## src/sv/btpc_pkg.sv

```systemverilog
package btpc_pkg;

  typedef struct packed {
    logic        opcode;
    logic [18:0] raw_reading;
  } in_item_t;

  typedef struct packed {
    logic        result_kind;
    logic [31:0] measured_value;
    logic        divide_fault;
  } out_item_t;

  localparam logic [2:0] REG_AC1_AC2 = 3'd0;
  localparam logic [2:0] REG_AC3_AC4 = 3'd1;
  localparam logic [2:0] REG_AC5_AC6 = 3'd2;
  localparam logic [2:0] REG_B1_B2   = 3'd3;
  localparam logic [2:0] REG_MC_MD   = 3'd4;
  localparam logic [2:0] REG_OSS     = 3'd5;

  localparam logic [31:0] TEMP_OFFSET = 32'd4000;
  localparam logic [31:0] B4_OFFSET   = 32'd32768;
  localparam logic [31:0] B7_SCALE    = 32'd50000;
  localparam logic [31:0] FINAL_MG    = 32'd3038;
  localparam logic [31:0] FINAL_MH    = 32'hFFFF_E343; // -7357
  localparam logic [31:0] FINAL_MI    = 32'd3791;

  // datapath micro-operations, one per sequencer step
  typedef enum logic [4:0] {
    OP_NOP,
    OP_T_X1,      // x1 = (ut-ac6)*ac5 >>> 15
    OP_T_DIVSET,  // start signed divide mc<<11 / (x1+md)
    OP_T_B5,      // b5 = x1 + q, store, result
    OP_P_B6,      // b6 = b5-4000
    OP_P_SQ,      // sq = b6*b6 >>> 12
    OP_P_M1,      // t = b2*sq >>> 11
    OP_P_M2,      // x3 = t + (ac2*b6 >>> 11)
    OP_P_B3,      // b3
    OP_P_M3,      // t = ac3*b6 >>> 13
    OP_P_M4,      // x3 = (t + (b1*sq>>>16) + 2) >>> 2
    OP_P_B4,      // b4 = ac4*(x3+32768) >> 15
    OP_P_B7,      // b7 = (raw-b3)*(50000>>oss)
    OP_P_DIVSET,  // start unsigned divide
    OP_P_Q,       // p from quotient
    OP_P_F1,      // t = (p>>>8)^2
    OP_P_F2,      // t1 = t*3038 >>> 16
    OP_P_F3,      // t2 = -7357*p >>> 16
    OP_P_F4       // p final, result
  } dp_op_t;

  typedef struct packed {
    dp_op_t op;
  } dp_cmd_t;

  typedef struct packed {
    logic div_busy;
  } dp_stat_t;

  typedef enum logic [1:0] {
    ST_IDLE,
    ST_RUN,
    ST_WAIT,
    ST_OUT
  } ctl_state_t;

endpackage

```

## src/sv/btpc_div.sv

```systemverilog
module btpc_div (
  input  logic        clk,
  input  logic        rst_n,
  input  logic        start,
  input  logic [31:0] dividend,
  input  logic [31:0] divisor,
  output logic        busy,
  output logic [31:0] quotient
);
  logic [31:0] q_r, q_nxt;
  logic [32:0] rem_r, rem_nxt;
  logic [31:0] dvs_r;
  logic [5:0]  cnt_r, cnt_nxt;
  logic [32:0] trial;

  assign busy = (cnt_r != 6'd0);
  assign quotient = q_r;

  always_comb begin
    trial = {rem_r[31:0], q_r[31]} - {1'b0, dvs_r};
    rem_nxt = {rem_r[31:0], q_r[31]};
    q_nxt = {q_r[30:0], 1'b0};
    if (!trial[32]) begin
      rem_nxt = trial;
      q_nxt[0] = 1'b1;
    end
    cnt_nxt = cnt_r - 6'd1;
  end

  always_ff @(posedge clk) begin
    if (!rst_n) begin
      cnt_r <= '0;
    end else if (start) begin
      cnt_r <= 6'd32;
    end else if (busy) begin
      cnt_r <= cnt_nxt;
    end
  end

  always_ff @(posedge clk) begin
    if (start) begin
      q_r   <= dividend;
      rem_r <= '0;
      dvs_r <= divisor;
    end else if (busy) begin
      q_r   <= q_nxt;
      rem_r <= rem_nxt;
    end
  end
endmodule

```

## src/sv/btpc_datapath.sv

```systemverilog
module btpc_datapath (
  input  logic                clk,
  input  logic                rst_n,
  input  btpc_pkg::dp_cmd_t   cmd,
  output btpc_pkg::dp_stat_t  stat,
  input  logic                load,
  input  btpc_pkg::in_item_t  in_item,
  input  logic                cfg_we,
  input  logic [2:0]          cfg_idx,
  input  logic [31:0]         cfg_data,
  output logic [31:0]         value,
  output logic                fault
);
  import btpc_pkg::*;

  logic [31:0] ac12_r, ac34_r, ac56_r, b12_r, mcmd_r;
  logic [1:0]  oss_r;
  logic [31:0] b5_r, b5_nxt;
  logic [18:0] raw_r;
  logic [31:0] x1_r, b6_r, sq_r, t_r, x3_r, b3_r, b4_r, b7_r, p_r, t1_r;
  logic [31:0] b6_nxt, sq_nxt, t_nxt, x3_nxt, b3_nxt, b4_nxt, b7_nxt, p_nxt, t1_nxt;
  logic [31:0] x1_nxt, value_r, value_nxt;
  logic        fault_r, fault_nxt, neg_r, neg_nxt, big_r, big_nxt;

  logic [31:0] ma, mb;
  logic [63:0] prod;
  logic [31:0] pl;
  logic        div_start;
  logic [31:0] div_a, div_b, div_q;
  logic        div_busy;
  logic [31:0] dsor, dend, qs, p8, fsum;

  function automatic logic [31:0] sx(input logic [15:0] h);
    return {{16{h[15]}}, h};
  endfunction

  always_ff @(posedge clk) begin
    if (!rst_n) begin
      ac12_r <= '0; ac34_r <= '0; ac56_r <= '0;
      b12_r <= '0; mcmd_r <= '0; oss_r <= '0; b5_r <= '0;
    end else begin
      if (cfg_we) begin
        case (cfg_idx)
          REG_AC1_AC2: ac12_r <= cfg_data;
          REG_AC3_AC4: ac34_r <= cfg_data;
          REG_AC5_AC6: ac56_r <= cfg_data;
          REG_B1_B2:   b12_r  <= cfg_data;
          REG_MC_MD:   mcmd_r <= cfg_data;
          REG_OSS:     oss_r  <= cfg_data[1:0];
          default: ;
        endcase
      end
      b5_r <= b5_nxt;
    end
  end

  // single shared 32x32 multiplier, operand select by op
  always_comb begin
    ma = '0;
    mb = '0;
    case (cmd.op)
      OP_T_X1: begin
        ma = {16'd0, raw_r[15:0]} - {16'd0, ac56_r[15:0]};
        mb = {16'd0, ac56_r[31:16]};
      end
      OP_P_SQ: begin ma = b6_r; mb = b6_r; end
      OP_P_M1: begin ma = sx(b12_r[15:0]); mb = sq_r; end
      OP_P_M2: begin ma = sx(ac12_r[15:0]); mb = b6_r; end
      OP_P_M3: begin ma = sx(ac34_r[31:16]); mb = b6_r; end
      OP_P_M4: begin ma = sx(b12_r[31:16]); mb = sq_r; end
      OP_P_B4: begin ma = {16'd0, ac34_r[15:0]}; mb = x3_r + B4_OFFSET; end
      OP_P_B7: begin ma = {13'd0, raw_r} - b3_r; mb = B7_SCALE >> oss_r; end
      OP_P_F1: begin ma = p8; mb = p8; end
      OP_P_F2: begin ma = t_r; mb = FINAL_MG; end
      OP_P_F3: begin ma = FINAL_MH; mb = p_r; end
      default: ;
    endcase
    prod = {32'd0, ma} * {32'd0, mb};
    pl = prod[31:0];
  end

  assign p8 = $signed(p_r) >>> 8;
  assign dsor = x1_r + sx(mcmd_r[15:0]);
  assign dend = sx(mcmd_r[31:16]) << 11;
  assign qs = (neg_r) ? (32'd0 - div_q) : div_q;

  always_comb begin
    b5_nxt = b5_r; x1_nxt = x1_r; b6_nxt = b6_r; sq_nxt = sq_r; t_nxt = t_r;
    x3_nxt = x3_r; b3_nxt = b3_r; b4_nxt = b4_r; b7_nxt = b7_r; p_nxt = p_r;
    t1_nxt = t1_r; value_nxt = value_r; fault_nxt = fault_r; neg_nxt = neg_r;
    big_nxt = big_r; div_start = 1'b0; div_a = '0; div_b = '0; fsum = '0;
    case (cmd.op)
      OP_T_X1: x1_nxt = $signed(pl) >>> 15;
      OP_T_DIVSET: begin
        div_start = 1'b1;
        div_a = dend[31] ? (32'd0 - dend) : dend;
        div_b = dsor[31] ? (32'd0 - dsor) : dsor;
        neg_nxt = dend[31] ^ dsor[31];
        fault_nxt = (dsor == 32'd0);
      end
      OP_T_B5: begin
        b5_nxt = x1_r + (fault_r ? 32'd0 : qs);
        value_nxt = $signed(b5_nxt + 32'd8) >>> 4;
      end
      OP_P_B6: begin b6_nxt = b5_r - TEMP_OFFSET; fault_nxt = 1'b0; end
      OP_P_SQ: sq_nxt = $signed(pl) >>> 12;
      OP_P_M1: t_nxt = $signed(pl) >>> 11;
      OP_P_M2: x3_nxt = $signed(t_r) + ($signed(pl) >>> 11);
      OP_P_B3: b3_nxt = $signed(((sx(ac12_r[31:16]) << 2) + x3_r << oss_r) + 32'd2) >>> 2;
      OP_P_M3: t_nxt = $signed(pl) >>> 13;
      OP_P_M4: x3_nxt = $signed($signed(t_r) + ($signed(pl) >>> 16) + 32'sd2) >>> 2;
      OP_P_B4: b4_nxt = pl >> 15;
      OP_P_B7: b7_nxt = pl;
      OP_P_DIVSET: begin
        div_start = 1'b1;
        big_nxt = b7_r[31];
        div_a = b7_r[31] ? b7_r : (b7_r << 1);
        div_b = b4_r;
        neg_nxt = 1'b0;
        fault_nxt = (b4_r == 32'd0);
      end
      OP_P_Q: p_nxt = fault_r ? 32'd0 : (big_r ? (div_q << 1) : div_q);
      OP_P_F1: t_nxt = pl;
      OP_P_F2: t1_nxt = $signed(pl) >>> 16;
      OP_P_F3: t_nxt = $signed(pl) >>> 16;
      OP_P_F4: begin
        fsum = t1_r + t_r + FINAL_MI;
        value_nxt = $signed(p_r) + ($signed(fsum) >>> 4);
      end
      default: ;
    endcase
  end

  always_ff @(posedge clk) begin
    if (load) raw_r <= in_item.raw_reading;
    x1_r <= x1_nxt; b6_r <= b6_nxt; sq_r <= sq_nxt; t_r <= t_nxt; x3_r <= x3_nxt;
    b3_r <= b3_nxt; b4_r <= b4_nxt; b7_r <= b7_nxt; p_r <= p_nxt; t1_r <= t1_nxt;
    value_r <= value_nxt; fault_r <= fault_nxt; neg_r <= neg_nxt; big_r <= big_nxt;
  end

  btpc_div u_div (
    .clk(clk), .rst_n(rst_n), .start(div_start), .dividend(div_a),
    .divisor(div_b), .busy(div_busy), .quotient(div_q)
  );

  assign stat.div_busy = div_busy;
  assign value = value_r;
  assign fault = fault_r;
endmodule

```

## src/sv/btpc_ctrl.sv

```systemverilog
module btpc_ctrl (
  input  logic                clk,
  input  logic                rst_n,
  input  logic                in_valid,
  output logic                in_ready,
  input  logic                in_opcode,
  output logic                out_valid,
  input  logic                out_ready,
  output logic                out_kind,
  output logic                load,
  output btpc_pkg::dp_cmd_t   cmd,
  input  btpc_pkg::dp_stat_t  stat
);
  import btpc_pkg::*;

  ctl_state_t state_r, state_nxt;
  dp_op_t op_r, op_nxt;
  logic kind_r, kind_nxt;

  always_ff @(posedge clk) begin
    if (!rst_n) begin
      state_r <= ST_IDLE;
      op_r    <= OP_NOP;
      kind_r  <= 1'b0;
    end else begin
      state_r <= state_nxt;
      op_r    <= op_nxt;
      kind_r  <= kind_nxt;
    end
  end

  always_comb begin
    state_nxt = state_r;
    op_nxt = op_r;
    kind_nxt = kind_r;
    in_ready = (state_r == ST_IDLE);
    load = 1'b0;
    out_valid = (state_r == ST_OUT);
    cmd.op = OP_NOP;
    case (state_r)
      ST_IDLE: begin
        if (in_valid) begin
          load = 1'b1;
          kind_nxt = in_opcode;
          op_nxt = in_opcode ? OP_P_B6 : OP_T_X1;
          state_nxt = ST_RUN;
        end
      end
      ST_RUN: begin
        cmd.op = op_r;
        case (op_r)
          OP_T_DIVSET, OP_P_DIVSET: begin
            op_nxt = (op_r == OP_T_DIVSET) ? OP_T_B5 : OP_P_Q;
            state_nxt = ST_WAIT;
          end
          OP_T_B5, OP_P_F4: state_nxt = ST_OUT;
          default: op_nxt = dp_op_t'(op_r + 5'd1);
        endcase
      end
      ST_WAIT: begin
        // quotient is final in the cycle busy drops
        if (!stat.div_busy) state_nxt = ST_RUN;
      end
      ST_OUT: begin
        if (out_ready) state_nxt = ST_IDLE;
      end
      default: state_nxt = ST_IDLE;
    endcase
  end

  assign out_kind = kind_r;

  a_one_item: assert property (@(posedge clk) disable iff (!rst_n)
    out_valid |-> !in_ready) else $error("accept during result");
  a_out_hold: assert property (@(posedge clk) disable iff (!rst_n)
    out_valid && !out_ready |=> out_valid) else $error("result dropped");
  a_wait_div: assert property (@(posedge clk) disable iff (!rst_n)
    (state_r == ST_RUN && (op_r == OP_T_DIVSET || op_r == OP_P_DIVSET)) |=> stat.div_busy)
    else $error("divider not started");
endmodule

```

## src/sv/baro_temp_pressure_compensation.sv

```systemverilog
// channel | signals                          | transfer when
// in      | in_valid in_ready in_data        | in_valid && in_ready
// out     | out_valid out_ready out_data     | out_valid && out_ready
// cfg     | cfg_we cfg_index cfg_data        | cfg_we
// one item at a time through a sequencer over one shared multiplier
// temperature and pressure items both wait on the 32-step divider
// reset clears coefficients, stored b5 and control
// a stalled result holds the block; no new item is taken until it transfers
module baro_temp_pressure_compensation (
  input  logic                clk,
  input  logic                rst_n,
  input  logic                in_valid,
  output logic                in_ready,
  input  btpc_pkg::in_item_t  in_data,
  output logic                out_valid,
  input  logic                out_ready,
  output btpc_pkg::out_item_t out_data,
  input  logic                cfg_we,
  input  logic [2:0]          cfg_index,
  input  logic [31:0]         cfg_data
);
  import btpc_pkg::*;

  dp_cmd_t  cmd;
  dp_stat_t stat;
  logic load, kind, fault;
  logic [31:0] value;

  btpc_ctrl u_ctrl (
    .clk(clk), .rst_n(rst_n), .in_valid(in_valid), .in_ready(in_ready),
    .in_opcode(in_data.opcode), .out_valid(out_valid), .out_ready(out_ready),
    .out_kind(kind), .load(load), .cmd(cmd), .stat(stat)
  );

  btpc_datapath u_dp (
    .clk(clk), .rst_n(rst_n), .cmd(cmd), .stat(stat), .load(load),
    .in_item(in_data), .cfg_we(cfg_we), .cfg_idx(cfg_index), .cfg_data(cfg_data),
    .value(value), .fault(fault)
  );

  assign out_data.result_kind    = kind;
  assign out_data.measured_value = value;
  assign out_data.divide_fault   = fault;
endmodule

```

## config.mk

```make
export PLATFORM = sky130hd
export DESIGN_NAME = baro_temp_pressure_compensation
export DESIGN_NICKNAME = d
export VERILOG_FILES = /design/src/sv/btpc_pkg.sv /design/src/sv/btpc_div.sv /design/src/sv/btpc_datapath.sv /design/src/sv/btpc_ctrl.sv /design/src/sv/baro_temp_pressure_compensation.sv
export SDC_FILE = /design/constraint.sdc
export NUM_CORES = 2
export LEC_CHECK = 0
export BUFFER_PORTS_ARGS = -buffer_cell sky130_fd_sc_hd__buf_2
export CAP_MARGIN = 20
export CORE_MARGIN = 3
export CORE_UTILIZATION = 45
export CTS_BUF_LIST = sky130_fd_sc_hd__clkbuf_4 sky130_fd_sc_hd__clkbuf_8 sky130_fd_sc_hd__clkbuf_16
export DETAILED_ROUTE_END_ITERATION = 12
export GPL_ROUTABILITY_DRIVEN = 0
export PLACE_DENSITY_LB_ADDON = 0.2
export SYNTH_ARGS = -nofsm -noshare
export SYNTH_HDL_FRONTEND = slang
export SYNTH_SLANG_ARGS = --single-unit
export TNS_END_PERCENT = 10
```

## constraint.sdc

```tcl
create_clock -name clk -period 40.5 [get_ports clk]
set_input_delay 8.1 -clock clk [delete_from_list [all_inputs] [get_ports clk]]
set_output_delay 8.1 -clock clk [all_outputs]
set_load 0.1 [all_outputs]
```

# Word level (Yosys, flattened, before mapping)
# Cells that the tools add are included.
classes:
  add_sub_neg: 21
  n_mul: 1
  n_eq_ne: 35
  n_shift: 2
  muxes: 35
  bitwise_logic: 2
  reduce_logical: 28
ops:
  columns: ["operator", "count"]
  rows:
  - ["one-hot mux 32 bit (11 select lines)", 1]
  - ["two-way mux 32 bit", 9]
  - ["one-hot mux 32 bit (2 select lines)", 4]
  - ["one-hot mux 32 bit (8 select lines)", 1]
  - ["one-hot mux 32 bit (4 select lines)", 1]
  - ["adder 32 bit", 3]
  - ["zero test 32 bit", 2]
  - ["subtractor 1 x 32 -> 32 bit, first input constant", 2]
  - ["equality test 5 x 4 -> 1 bit, second input constant", 9]
  - ["subtractor 33 x 32 -> 33 bit", 1]
  - ["adder 32 x 12 -> 32 bit, second input constant", 1]
  - ["adder 32 x 16 -> 32 bit", 1]
  - ["adder 32 x 16 -> 32 bit, second input constant", 1]
  - ["adder 32 x 2 -> 32 bit, second input constant", 1]
  - ["adder 32 x 21 -> 32 bit", 1]
  - ["adder 32 x 28 -> 32 bit", 1]
  - ["adder 32 x 3 -> 32 bit, second input constant", 1]
  - ["adder 32 x 4 -> 32 bit, second input constant", 1]
  - ["multiplier 32 x 32 -> 32 bit", 1]
  - ["left shift 32 x 2 -> 32 bit", 1]
  - ["right shift 16 x 2 -> 32 bit, first input constant", 1]
  - ["subtractor 32 x 12 -> 32 bit, second input constant", 1]
  - ["subtractor 20 x 30 -> 31 bit", 1]
  - ["subtractor 1 x 27 -> 28 bit, first input constant", 1]
  - ["40 further kinds", 77]
totals:
  regBits: 618
  input_bits: 60
  output_inout_bits: 36

# Longest topological paths before layout
logic_depth:
  word_depth: 9
  mapped_depth: 60
  ltp_nobuf: 59

# Cells and area by module
# A second synthesis with hierarchy kept.
unflattened:
  cells_unflattened: 6650
  hier_area_um2: 59019.1
by_module_without_submodules:
  columns: ["module", "n_inst", "cells_each", "area_each_um2", "seq_area_each_um2"]
  rows:
  - ["btpc_datapath", 1, 6029, 52562.9, 13312.8]
  - ["btpc_div", 1, 543, 5830.6, 2682.6]
  - ["btpc_ctrl", 1, 76, 610.6, 160.2]
  - ["baro_temp_pressure_compensation", 1, 2, 15.0, 0.0]

# Least setup slack after synthesis
# No wires, ideal clock.
synth_path:
  path_kind: "register to register"
  from: "register u_ctrl.op_r[2]"
  to: "register u_dp.x3_r[29], data pin"
  setup_ps: 270
  arrival_time_ps: 13737
  t_required_ps: 40230
  slack_ps: 26492
  path_stages_with_launch: 59
  path_buffers: 6
  cell_sequence: "dfxtp_1 > buf_2 > nor2b_1 > and3_1 > clkbuf_1 > nand2_1 > inv_1 > buf_1 > clkbuf_1 > a311oi_1 > o41ai_1 > a211oi_1 > clkbuf_1 > inv_1 > nand2_1 > fa_1 > inv_1 > fa_1 > [23 not listed] > ha_1 > ha_1 > clkbuf_1 > a21oi_1 > o21bai_1 > a21oi_1 > nand2_1 > o21ai_0 > o21ai_0 > a21oi_1 > o41ai_1 > a221oi_1 > o21ai_0 > a21oi_1 > xnor2_1 > xor2_1 > nand2_1 > a21boi_1"
synth_via:
  elab_chain_cells: 8
  elab_cells_between_ends: 21
  classes_between: "add/sub (3); mul (1); eq/ne (11); mux (4); reduce/logical (2)"
synth_lines:
  columns: ["element", "line_no", "text"]
  rows:
  - ["start, declared", "btpc_ctrl.sv:17", "dp_op_t op_r, op_nxt;"]
  - ["start signal, assigned", "btpc_ctrl.sv:27", "op_r <= op_nxt;"]
  - ["two-way mux 5 bit *", "btpc_ctrl.sv:40", "case (state_r)"]
  - ["equality test 5 x 3 -> 1 bit / equality test 5 x 4 -> 1 bit (equally long branches)", "btpc_datapath.sv:61", "case (cmd.op)"]
  - ["OR reduction 3 bit (no line) / OR reduction 2 bit (equally long branches)", null, null]
  - ["one-hot mux 32 bit (8 select lines)", "btpc_datapath.sv:61", null]
  - ["multiplier 32 x 32 -> 32 bit *", "btpc_datapath.sv:78", "prod = {32'd0, ma} * {32'd0, mb};"]
  - ["named net u_dp.prod[31]", "btpc_datapath.sv:26", "logic [63:0] prod;"]
  - ["adder 32 x 16 -> 32 bit", "btpc_datapath.sv:111", "OP_P_M4: x3_nxt = $signed($signed(t_r) + ($signed(pl) >>> 16) + 32'sd2) >>> 2;"]
  - ["adder 32 x 3 -> 32 bit", "btpc_datapath.sv:111", null]
  - ["one-hot mux 32 bit (2 select lines) *", "btpc_datapath.sv:92", "case (cmd.op)"]
  - ["named net u_dp.x3_nxt[29]", "btpc_datapath.sv:21", "logic [31:0] b6_nxt, sq_nxt, t_nxt, x3_nxt, b3_nxt, b4_nxt, b7_nxt, p_nxt, t1_nxt;"]
  - ["end signal, assigned", "btpc_datapath.sv:136", "x1_r <= x1_nxt; b6_r <= b6_nxt; sq_r <= sq_nxt; t_r <= t_nxt; x3_r <= x3_nxt;"]
  - ["end, declared", "btpc_datapath.sv:20", "logic [31:0] x1_r, b6_r, sq_r, t_r, x3_r, b3_r, b4_r, b7_r, p_r, t1_r;"]
# Mark *: on every way through the listed nets, which the timed path passes. The rest lies on a longest branch.
# A chain may end at the register's enable or synchronous reset.

# Final worst setup path
layout_path:
  from: "register u_ctrl.op_r[4]"
  to: "register u_dp.x3_r[30], data pin"
# Same word-level chain as after synthesis.

==> results.sh <==
export IMPL_syn_inst=6617
export IMPL_worstSetupPathType="flip-flop to flip-flop"
export IMPL_crit_slowest_cell="dfxtp_1"
export IMPL_p_total_w=0.002351
export IMPL_outcome="finished clean"
export IMPL_yosys_cell_count_top_type="nand2_1"
export IMPL_final_area_sq_um=62900
export IMPL_cts_clk_slew_worst_paths_ns=0.06
export IMPL_htreeDepth=3
export IMPL_worstSetupEndpointType="flip-flop"
export IMPL_setup_tns_ns=0
export IMPL_synthAdderAreaFrac_pct=24.54
export IMPL_yosys_warnings=0
export IMPL_first_global_vias=47570
export IMPL_final_hold_violation_count=0
export IMPL_dieArea_sq_um=132700
export IMPL_synth_edf_count=378
export IMPL_critical_path_required_ns=40.90
export IMPL_wire_per_inst_microns=25.93
export IMPL_synth_compound_area_share_pct=15.46
export IMPL_slowest_delay_ns=0.93
export IMPL_r2r_cells=53
export IMPL_synth_top_family_by_area="adder cells"
export IMPL_die_w_microns=364.2
export IMPL_drv_slew=0
export IMPL_overflow=0
export IMPL_drive_above_1_share_pct=6.683
export IMPL_rows=130
export IMPL_worstHoldPathType="flip-flop to flip-flop"
export IMPL_async_flop_share_pct=0
export IMPL_fin_worst_skew_ns=0.03779
export IMPL_tightest_slew_ns=1.224
export IMPL_root_buffer="clkbuf_16"
export IMPL_synth_cell_types=102
export IMPL_nNetsFinal=7565
export IMPL_power_leakage_nw=26.58
export IMPL_vdd_ir_drop_max_v=0.00003252
export IMPL_grt_usage_pct=32.15
export IMPL_cpMostUsedCell="xnor2_1"
export IMPL_area_delta_synth_final_pct=8.934
export IMPL_drcViolationCount=0
export IMPL_die_h_microns=364.2
export IMPL_power_density_nw_per_um2=37.38
export IMPL_avgViaCountPerCell=6.069
export IMPL_synth_main_ff_cell="edfxtp_1"
export IMPL_port_buffers=95
export IMPL_vias=50640
export IMPL_syn_area_per_cell_sq_um=8.727
export IMPL_post_route_min_period_ns=16.86
export IMPL_post_cts_buffers=0
export IMPL_netlist_area_sq_um=57740
export IMPL_cts_buffer_depth=3
export IMPL_worstHoldPathCells=0
export IMPL_grt_pass1_wl_microns=313900
export IMPL_place_hpwl_microns=164100
export IMPL_max_cap_viol_count=0
export IMPL_start_util_pct=45.63
export IMPL_synth_top_area_cell="edfxtp_1"
export IMPL_synth_area_top_cells="edfxtp_1 20%, fa_1 15%, ha_1 9.8%, dfxtp_1 8.3%, nand2_1 6.2%"
export IMPL_antenna_found_initial=11
export IMPL_cts_resized=0
export IMPL_synth_simple_gate_area_share_pct=16.64
export IMPL_final_antenna_net_count=0
export IMPL_synthXorXnorAreaFrac_pct=7.023
export IMPL_critPathMaxFanout=25
export IMPL_synth_seq_cells=618
export IMPL_period_share_pct=41.64
export IMPL_first_iter_violations=6185
export IMPL_place_area_sq_um=60290
export IMPL_clock_sinks=618
export IMPL_ctsHoldBuffers=0
export IMPL_ioPinCount=96
export IMPL_max_freq_ghz=0.05930
export IMPL_clk_latency_ns=0.70
export IMPL_startpoint_type="flip-flop"
export IMPL_crit_arrival_ns=17.27
export IMPL_numCtsBuffers=73
export IMPL_synth_top_cells_by_count="959 x nand2_1, 687 x inv_1, 645 x nor2_1"
export IMPL_grt_max_degree=124
export IMPL_firstDrtPassIters=11
export IMPL_slew_headroom_pct=17.91
export IMPL_cts_tree="yes"
export IMPL_synthMuxAreaShare_pct=1.894
export IMPL_synth_top_cell_area_share_pct=19.66
export IMPL_ys_seq_area_share_pct=27.98
export IMPL_finalWirelength_microns=216400
export IMPL_rsz0062_at_grt="false"
export IMPL_timing_final_setup_violations=0
export IMPL_core_area_sq_um=126500
==> kinds of logic after synthesis <==
family / count (synthesis)
AOI/OAI and AO/OA: 1386
and+or+nand+nor: 2190
adders and majority gates: 877
muxes: 107
xor gates and xnor gates: 455
other: 1
buffers and inverters: 983
DFF: 618
==> through the flow <==
stage	std cells	worst slack [ns]	util (%)	hold WS, ns
3_5_place_dp	8197	24.13	47.64	0.4154
2_1_floorplan	6630	26.49	-	0.4081
6_report	8344	23.64	49.71	0.4282
4_1_cts	8333	24.12	49.65	0.4300
3_3_place_gp	8196	24.26	47.63	0.4164
5_1_grt	8339	22.97	49.70	0.4342
==> final timing paths <==
path	from	to	slack (ns)
worst max-delay path	u_ctrl.op_r[4]	u_dp.x3_r[30]	23.64
worst min-delay path	u_dp.b5_r[3]	u_dp.b6_r[3]	0.43
worst max register to register	u_ctrl.op_r[4]	u_dp.x3_r[30]	23.64
worst min register to register	u_dp.b5_r[3]	u_dp.b6_r[3]	0.43
==> worst max-delay path, delay by kind of cell (launching register included) <==
family,cells,cell delay [ns]
adder cells (fa/ha/maj),10,4.43
buffers and inverters,4,0.62
XOR/XNOR,16,3.81
flip-flops,1,0.93
AO/OA/AOI/OAI,15,4.71
AND/OR/NAND/NOR,8,2.04
==> cell usage in the layout (no fill, tap or decap), drive strengths merged, types with 34 or more instances in the layout <==
cell	instances
o21ai	259
nor2	645
a21oi	489
inv	693
nand2b	75
nand3	108
a221oi	40
ha	451
dfxtp	240
fa	426
clkinv	34
xnor2	290
clkbuf	92
o21bai	56
nor2b	48
nor3	98
a211oi	56
buf	212
edfxtp	378
xor2	160
and2	41
mux2i	98
nand2	960
and3	45
a21o	82
o21a	39
a22oi	45
==> metal layers <==
layer	wire length (microns)	track usage, %	up-vias
met5	13	0	-
met4	15840	19.57	2
met3	25620	8.844	637
met2	89570	46.69	2805
met1	85340	42.56	24650
li1	-	-	22550
==> report_power, final <==
| group | internal, W | switching (W) |
|---|---|---|
| Sequential | 0.000748 | 0.0000706 |
| Clock | 0.000404 | 0.000301 |
| Combinational | 0.000293 | 0.000535 |
| Total | 0.00144 | 0.000907 |
==> final cells by class <==
| cell class | instances | area, sq um |
|---|---|---|
| antenna | 5 | 12.51 |
| clock buffer | 89 | 1959 |
| clock inverter | 47 | 585.6 |
| fill | 11990 | 63640 |
| inverter | 691 | 2599 |
| multi-input combinational | 5029 | 38130 |
| sequential | 618 | 16160 |
| tap | 1650 | 2064 |
| timing repair buffer | 215 | 1391 |
No activity file was read; power rests on OpenSTA's default activity.
